File: src/rtl/core/c2dszp_pkg.sv
`timescale 1ns / 1ps
`default_nettype none

package c2dszp_pkg;

   localparam int MAX_WIDTH  = 64;
   localparam int MAX_HEIGHT = 64;
   localparam int MAX_KERNEL = 7;

   localparam int IMG_DEPTH = MAX_WIDTH * MAX_HEIGHT;
   localparam int KER_DEPTH = MAX_KERNEL * MAX_KERNEL;
   localparam int IMG_AW    = $clog2(IMG_DEPTH);
   localparam int KER_AW    = $clog2(KER_DEPTH);

   localparam int OP_W     = 2;
   localparam int POS_W    = 6;
   localparam int DATA_W   = 16;
   localparam int PROD_W   = 2 * DATA_W;
   localparam int ACC_W    = 38;
   localparam int OUT_W    = 32;
   localparam int STATUS_W = 2;
   localparam int DIM_W    = 7;
   localparam int KDIM_W   = 3;
   localparam int COORD_W  = 8;
   localparam int SHIFT    = 8;
   localparam int CSR_IDX_W  = 3;
   localparam int CSR_DATA_W = 7;

   localparam logic [OP_W-1:0] OP_KERNEL_WR = 2'd0;
   localparam logic [OP_W-1:0] OP_PIXEL_WR  = 2'd1;
   localparam logic [OP_W-1:0] OP_COMPUTE   = 2'd2;

   localparam logic [STATUS_W-1:0] ST_OK         = 2'd0;
   localparam logic [STATUS_W-1:0] ST_BAD_KERNEL = 2'd1;
   localparam logic [STATUS_W-1:0] ST_BAD_POS    = 2'd2;

   localparam logic [CSR_IDX_W-1:0] REG_IMAGE_WIDTH   = 3'd0;
   localparam logic [CSR_IDX_W-1:0] REG_IMAGE_HEIGHT  = 3'd1;
   localparam logic [CSR_IDX_W-1:0] REG_KERNEL_WIDTH  = 3'd2;
   localparam logic [CSR_IDX_W-1:0] REG_KERNEL_HEIGHT = 3'd3;

   typedef struct packed {
      logic write;
      logic start;
      logic issue;
      logic finish;
   } ctrl_cmd_type;

   typedef struct packed {
      logic start_err;
      logic tap_last;
      logic pipe_empty;
      logic out_free;
   } dp_status_type;

endpackage

`default_nettype wire

File: src/rtl/core/c2dszp_ctrl.sv
`timescale 1ns / 1ps
`default_nettype none

module c2dszp_ctrl
   import c2dszp_pkg::*;
(
   input  wire logic             clock,
   input  wire logic             reset,
   input  wire logic             req_valid,
   input  wire logic [OP_W-1:0]  req_opcode,
   output logic                  req_stall,
   input  wire dp_status_type    dp_sts,
   output ctrl_cmd_type          cmd
);

   localparam logic [1:0] S_IDLE  = 2'd0;
   localparam logic [1:0] S_ISSUE = 2'd1;
   localparam logic [1:0] S_DRAIN = 2'd2;
   localparam logic [1:0] S_DONE  = 2'd3;

   logic [1:0] state_ff;
   logic [1:0] state_in;
   logic       accept;

   assign req_stall = (state_ff != S_IDLE);
   assign accept    = req_valid && !req_stall;

   always_comb begin
      state_in   = state_ff;
      cmd        = '0;
      cmd.write  = accept;
      unique case (state_ff)
         S_IDLE: begin
            if (accept && (req_opcode == OP_COMPUTE)) begin
               cmd.start = 1'b1;
               state_in  = dp_sts.start_err ? S_DONE : S_ISSUE;
            end
         end
         S_ISSUE: begin
            cmd.issue = 1'b1;
            if (dp_sts.tap_last) begin
               state_in = S_DRAIN;
            end
         end
         S_DRAIN: begin
            if (dp_sts.pipe_empty) begin
               state_in = S_DONE;
            end
         end
         S_DONE: begin
            if (dp_sts.out_free) begin
               cmd.finish = 1'b1;
               state_in   = S_IDLE;
            end
         end
         default: state_in = S_IDLE;
      endcase
   end

   always_ff @(posedge clock) begin
      if (reset) begin
         state_ff <= S_IDLE;
      end else begin
         state_ff <= state_in;
      end
   end

endmodule

`default_nettype wire

File: config.mk
export PLATFORM = sky130hd
export DESIGN_NAME = c2dszp_ctrl
export DESIGN_NICKNAME = d
export VERILOG_FILES = /design/src/rtl/core/c2dszp_pkg.sv /design/src/rtl/core/c2dszp_ctrl.sv
export SDC_FILE = /design/constraint.sdc
export NUM_CORES = 1
export LEC_CHECK = 0
export BUFFER_PORTS_ARGS = -buffer_cell sky130_fd_sc_hd__clkbuf_2
export CAP_MARGIN = 10
export CORE_AREA = 2 2 39 41
export DETAILED_ROUTE_END_ITERATION = 6
export DIE_AREA = 0 0 41 43
export PLACE_DENSITY = 0.44
export SYNTH_ARGS = -nofsm -noshare
export SYNTH_HDL_FRONTEND = slang
export SYNTH_SLANG_ARGS = --single-unit
File: constraint.sdc
create_clock -name clock -period 2.8 [get_ports clock]
set_clock_uncertainty 0.2 [all_clocks]
set_input_delay 0.28 -clock clock [delete_from_list [all_inputs] [get_ports clock]]
set_output_delay 0.28 -clock clock [all_outputs]
set_load 0.005 [all_outputs]
* Word level (Yosys, flattened, before mapping)
Index checks and enable logic that the tools add are counted.
Storage, ports and cells: bits in registers 2, bits of input ports 9, output and inout port bits 5, word-level logic and storage cells 26
Cells by class: equality and inequality tests 8, multiplexer cells 11, reduce and logical (&&, ||, !) cells 6
Operators by type and width (count):
- $mux W2 | 5
- $ne A2 B2 Y1 const B | 4
- $pmux W2 S4 | 1
- $eq A2 B2 Y1 const B | 3
- $mux W1 | 5
- $reduce_and A4 Y1 | 1
- $eq A2 B1 Y1 const B | 1
- $logic_and A1 B1 Y1 | 2
- $logic_not A2 Y1 | 1
- $reduce_bool A2 Y1 | 1
- $logic_not A1 Y1 | 1

* Longest topological paths before layout
Gate-level depths: netlist (run 1).
word-level depth 6, gate-level depth with buffers 5, depth with buffers taken out 5

* Worst setup path after synthesis (run 1)
Ideal clock, no wire load.
kind register -> register, start point register state_ff[1], end point register state_ff[1], library setup time 121 ps, arrival 1464 ps, data required time 2479 ps, path slack 1015 ps, cell stages (with the launch flop) 6, path buffers 0, clock period less this slack 1785 ps, cells stage by stage dfxtp_1 > inv_1 > ha_1 > and2b_4 > a2111oi_4 > mux2_4
Between the ends: longest elaborated chain between the ends 6, elaborated cells between the ends (all ways) 14, those cells by class 7 x eq/ne; 1 x mux; 6 x reduce/logical
RTL lines:
- start, declared | RTL line c2dszp_ctrl.sv:21 | logic [1:0] state_ff;
- start signal, assigned | RTL line c2dszp_ctrl.sv:64 | state_ff <= state_in;
- $reduce_bool A2 Y1 | RTL line c2dszp_ctrl.sv:25 | assign req_stall = (state_ff != S_IDLE);
- $logic_not A1 Y1 | RTL line c2dszp_ctrl.sv:26 | assign accept = req_valid && !req_stall;
- $logic_and A1 B1 Y1 | RTL line c2dszp_ctrl.sv:26
- $logic_and A1 B1 Y1 | RTL line c2dszp_ctrl.sv:34 | if (accept && (req_opcode == OP_COMPUTE)) begin
- $ne A2 B2 Y1 (no line)
- $reduce_and A4 Y1 (no line)
Parallel ways exist; a longest one is shown, timed or not. A chain may end at the register's enable or synchronous reset.

==> impl_metrics.csv, run 1 <==
group,metric,value,unit
detailed_routing,viasPerCell,3.89,
timing,finalHoldViolations,0,
timing,min_period_over_period,67.9,%
timing,final_max_slew_viol_count,0,
cts,htreeDepth,1,
finish,final_common_cell,"clkbuf_2",
grt,grt_pass1_wl,759,um
timing,rsz0062_at_grt,"false",
grt,grt_usage,7.20,%
cts,cts_made_buffers,3,
worst_setup_path,endpoint_kind,"output port",
timing,setup_viol,0,
worst_setup_path,crit_fanout,4,
worst_setup_path,arrival,1.42,ns
finish,largestRegisters,"state_ff x2",
finish,instances_no_fill,57,
cts,cts_resized,0,
power_and_ir_drop,total_power,335,uW
grt,grt_overflow,0,
timing,fin_crit,1.90,ns
detailed_routing,routed-via-count,222,
placed_design,io_buffers,13,
cts,cts.sinks,2,
run,cap_violations,0,
timing,fin_tns_setup,0,ns
detailed_routing,drt_iter0_markers,3,
synthesis,synth_nets,40,
finish,largest_register,"state_ff",
finish,largest_reg_flops,2,
die,die_w,41,um
timing,fmax,526,MHz
synthesis,yosysUniqueCellTypes,16,
finish,area_growth_syn_to_layout,36.4,%
finish,post-route-util,27.1,%
timing,finalWorstSetupSlack,0.899,ns
cts,cts_buffer_depth,2,
detailed_routing,postRouteAntennaNets,0,
worst_setup_path,path_class,"flip-flop to output port",
synthesis,synthCells,26,
worst_setup_path,cp_data_required_time,2.32,ns
power_and_ir_drop,cellLeakagePower,0.212,nW
synthesis,netlist_area,275,um^2
die,dieArea,0.00176,mm^2
grt,antenna_found_initial,0,
finish,layout_common_cells,"clkbuf_2 (13), ha_1 (5), inv_1 (3), clkbuf_4 (3)",
finish,insertedDiodeCount,0,
placed_design,post-place-cells,54,
cts,cts_root_buf,"clkbuf_4",
die,core,0.00138,mm^2
cts,insertion_delay,0.23,ns
die,io_pins,14,
worst_setup_path,critPathSlowestCell,"dfxtp_1",
grt,grt_max_degree,5,
finish,fin_nets,57,
finish,fill_cells,151,
worst_setup_path,max_stage_delay,0.37,ns
placed_design,dpl-instance-area,353,um^2
placed_design,place_congestion,0.701,
detailed_routing,dr.pass1.iters,2,
die,row_count,14,
synthesis,synth-edff-count,0,
synthesis,seq_area_frac_synth,14.5,%
grt,grt_pass1_vias,197,
worst_setup_path,cp-start-kind,"flip-flop",
die,die_h,43,um
min_path,hp-class,"input pin to flip-flop",
detailed_routing,post_drt_wl_per_cell,8.44,um
cts,clk_pin_slew_worst_paths,0.03,ns
placed_design,dp_slack,0.922,ns
finish,drive_gt1_share,56.1,%
synthesis,yosys_register_bits,2,
die,start_util,19.9,%
synthesis,synthArstFlopShare,0,%
timing,slew_headroom,76.6,%
detailed_routing,wl,481,um
placed_design,dp_hpwl,423,um
timing,holdWs,0.161,ns
finish,design_area,375,um^2
cts,cts_hold_buf,0,
detailed_routing,drc_errors,0,
timing,worst_pin_slew,0.351,ns
cts,post-cts-setup-buffers,0,
synthesis,avgSynthCellArea,10.6,um^2
power_and_ir_drop,p_per_area,891,mW/mm^2
cts,cts_tree,"done",
outcome,status,"complete, no violations",
worst_setup_path,crit_path_cell_trace,"inv_1, ha_1, and2_2, and3b_1, clkbuf_2",
power_and_ir_drop,vdd.ir_drop.worst,0.304,mV
synthesis,synth_flop_cell,"dfxtp_1",
synthesis,yosys_warnings,0,
## cell usage after synthesis (2+ instances only)
cell | count | area [um^2]
ha_1 | 5 | 62.6
inv_1 | 3 | 11.3
and2b_2 | 2 | 17.5
dfxtp_1 | 2 | 40.0
mux2i_1 | 2 | 20.0
nor2_1 | 2 | 7.51
## cell families (layout without fill, tap and decap cells)
family,count (synthesis),in the layout,share of synthesized area (%)
AO/OA/AOI/OAI,2,2,12.7
adder cells (fa/ha/maj),5,5,22.7
buffers and inverters,4,19,6.82
flip-flops,2,2,14.5
multiplexers,3,3,12.7
AND/OR/NAND/NOR,10,10,30.5
## path summary, 6_finish.rpt
| path | startpoint | slack (ns) | depth (start not counted) | to |
|---|---|---|---|---|
| min | reset | 0.16 | 3 | state_ff[0] |
| max reg2reg | state_ff[1] | 0.93 | 5 | state_ff[1] |
| max | state_ff[0] | 0.90 | 5 | cmd[2] |
| min reg2reg | state_ff[0] | 0.31 | 2 | state_ff[0] |
## where the power goes
part           internal (mW)  switching, mW  total, mW
registers             0.0431         0.0132     0.0563
clock network         0.0474         0.0176     0.0649
logic                  0.119         0.0948      0.213
## layer usage
metal	up-vias	share of wire (%)	global-route usage, %
met5	-	0	0
met3	0	15	3.66
met2	12	46	8.75
met1	94	39	6.98
met4	0	0	10.0
li1	116	-	-
## critical path, delay by kind of cell (launching register included)
family | cells | cell delay (ns)
DFF | 1 | 0.37
adders and majority gates | 1 | 0.26
and+or+nand+nor | 2 | 0.36
buffers and inverters | 2 | 0.20
## final cells by class
type | count | area, um^2 | area share [%]
clock buffer | 3 | 22.5 | 6.00
inverter | 3 | 11.3 | 3.00
multi-input combinational | 20 | 216 | 57.7
sequential | 2 | 40.0 | 10.7
tap | 16 | 20.0 | 5.33
timing repair buffer | 13 | 65.1 | 17.3
Note: power is estimated with default switching activity, not from simulation.
==> run 2: changes to the inputs <==
==> constraint.sdc (replaced) <==
create_clock -name clock -period 1.8 [get_ports clock]
set_clock_uncertainty 0.2 [all_clocks]
set_input_delay 0.18 -clock clock [delete_from_list [all_inputs] [get_ports clock]]
set_output_delay 0.18 -clock clock [all_outputs]
set_load 0.005 [all_outputs]
==> impl_metrics.csv, run 2 (synthesized netlist as in run 1, its figures left out) <==
group,metric,value,unit
power_and_ir_drop,p_per_area,1540,mW/mm^2
placed_design,dpl-instance-area,398,um^2
worst_setup_path,crit_fanout,4,
power_and_ir_drop,p_sw_share,33.7,%
worst_setup_path,reg2reg_slack,0.01,ns
finish,largest_register,"state_ff",
grt,grt_pass1_vias,230,
detailed_routing,drc_errors,0,
cts,cts_buffer_depth,2,
timing,rsz0062_at_grt,"true",
die,core,0.00138,mm^2
worst_setup_path,r2r-end,"state_ff[1]",
cts,cts_root_buf,"clkbuf_4",
timing,finalWorstSetupSlack,0.0116,ns
detailed_routing,drt_iter0_markers,3,
finish,instances_no_fill,66,
cts,cts.sinks,2,
die,start_util,19.9,%
worst_setup_path,endpoint_kind,"flip-flop",
detailed_routing,post_drt_wl_per_cell,8.77,um
die,dieArea,0.00176,mm^2
detailed_routing,routed-via-count,256,
timing,fin_tns_setup,0,ns
detailed_routing,viasPerCell,3.88,
worst_setup_path,max_stage_delay,0.35,ns
die,die_w,41,um
timing,fin_crit,1.79,ns
timing,min_period_over_period,99.4,%
worst_setup_path,critPathSlowestCell,"dfxtp_4",
finish,largestRegisters,"state_ff x2",
placed_design,dp_hpwl,465,um
timing,final_max_slew_viol_count,0,
timing,worst_pin_slew,0.327,ns
detailed_routing,dr.pass1.iters,2,
grt,antenna_found_initial,0,
power_and_ir_drop,vdd.ir_drop.worst,0.816,mV
finish,area_growth_syn_to_layout,76.4,%
detailed_routing,wl,579,um
cts,clk_pin_slew_worst_paths,0.03,ns
placed_design,post-place-cells,60,
power_and_ir_drop,power_frac_clock,12.9,%
min_path,hp-class,"input pin to flip-flop",
timing,slew_headroom,78.2,%
die,die_h,43,um
timing,finalHoldViolations,0,
power_and_ir_drop,combPwrFrac,73.0,%
grt,grt_overflow,0,
grt,grt_pass1_wl,834,um
power_and_ir_drop,pwr-share-seq,14.1,%
min_path,hold_end,"state_ff[0]",
min_path,hold_start,"reset",
finish,post-route-util,35.1,%
finish,fin_nets,66,
placed_design,dp_slack,-0.0197,ns
placed_design,io_buffers,13,
die,row_count,14,
cts,htreeDepth,1,
power_and_ir_drop,cellLeakagePower,0.255,nW
worst_setup_path,arrival,1.69,ns
cts,cts_hold_buf,0,
min_path,holdPathStages,3,
cts,insertion_delay,0.22,ns
worst_setup_path,r2r-start,"state_ff[0]",
finish,largest_reg_flops,2,
detailed_routing,postRouteAntennaNets,0,
placed_design,place_congestion,0.621,
worst_setup_path,crit_path_cell_trace,"buf_6, ha_4, and2b_2, a2111oi_4, mux2_4",
worst_setup_path,rr_worst_depth,5,
finish,insertedDiodeCount,0,
outcome,status,"complete, no violations",
power_and_ir_drop,internal_power,497,uW
cts,cts_made_buffers,3,
die,io_pins,14,
finish,final_common_cell,"clkbuf_2",
grt,grt_usage,7.51,%
run,cap_violations,0,
timing,fmax,559,MHz
finish,layout_common_cells,"clkbuf_2 (13), buf_4 (7), clkbuf_4 (3)",
worst_setup_path,cp-start-kind,"flip-flop",
finish,design_area,485,um^2
power_and_ir_drop,switching_power,252,uW
finish,drive_gt1_share,80.0,%
grt,grt_max_degree,5,
cts,cts_tree,"done",
worst_setup_path,path_class,"flip-flop to flip-flop",
timing,setup_viol,0,
worst_setup_path,cp_data_required_time,1.70,ns
[run 2: changes by cell type in the layout (fill, tap and decap cells not counted)]
cell     before  now
ha_2          0    2
ha_1          5    1
dfxtp_1       2    0
buf_6         0    2
buf_4         0    7
inv_1         3    1
dfxtp_4       0    1
inv_2         0    2
dfxtp_2       0    1
ha_4          0    2
[run 2: what timing repair did]
item | 4_1_cts | 5_1_grt
resized for setup | 5 | 8
cloned | 0 | 0
buffers inserted | 1 | 2
endpoints found under the setup margin | 2 | 3
pin swaps | 1 | 3
[run 2: power by group through the flow]
stage               Clock, mW  Combinational, mW  Sequential (mW)
finish                 0.0967              0.546            0.106
global route            0.107              0.604            0.109
CTS                     0.101              0.470           0.0949
detailed placement          0              0.439           0.0899
global placement            0              0.438           0.0908
floorplan                   0              0.268           0.0834
[run 2: critical path, delay by kind of cell (launching register included)]
| kind | cells | cell delay [ns] |
|---|---|---|
| simple gates | 1 | 0.20 |
| fa+ha+maj | 1 | 0.15 |
| flops | 1 | 0.35 |
| mux | 1 | 0.33 |
| compound gates | 1 | 0.33 |
| buf+inv | 1 | 0.12 |
[run 2: layout make-up]
type                       instances  area, um^2
clock buffer                       3        22.5
fill                             157         898
inverter                           3        11.3
multi-input combinational         20         246
sequential                         2        45.0
tap                               16        20.0
timing repair buffer              22         140
[run 2: worst max path at each step]
| stage | start | cells after the start | to | slack, ns |
|---|---|---|---|---|
| 6_report | state_ff[0] | 5 | state_ff[1] | 0.01 |
| 5_1_grt | state_ff[0] | 5 | state_ff[1] | -0.02 |
| 4_1_cts | state_ff[0] | 5 | state_ff[1] | 0.01 |
| 3_5_place_dp | state_ff[0] | 5 | state_ff[1] | -0.02 |
| 3_3_place_gp | state_ff[0] | 5 | state_ff[1] | -0.004 |
| 2_1_floorplan | state_ff[1] | 5 | state_ff[1] | 0.02 |
[run 2: per-layer routing]
metal | vias to the layer above | global-route usage (%) | routed length (um)
li1 | 133 | - | -
met4 | 0 | 6.00 | 8
met1 | 109 | 7.96 | 237
met5 | - | 0 | 0
met2 | 12 | 10.0 | 276
met3 | 2 | 4.71 | 58
[run 2: stage by stage]
step,power (mW),hold slack [ns]
floorplan,0.351,0.160
global placement,0.529,0.302
detailed placement,0.529,0.299
CTS,0.666,0.0615
global route,0.821,0.0959
finish,0.749,0.0610
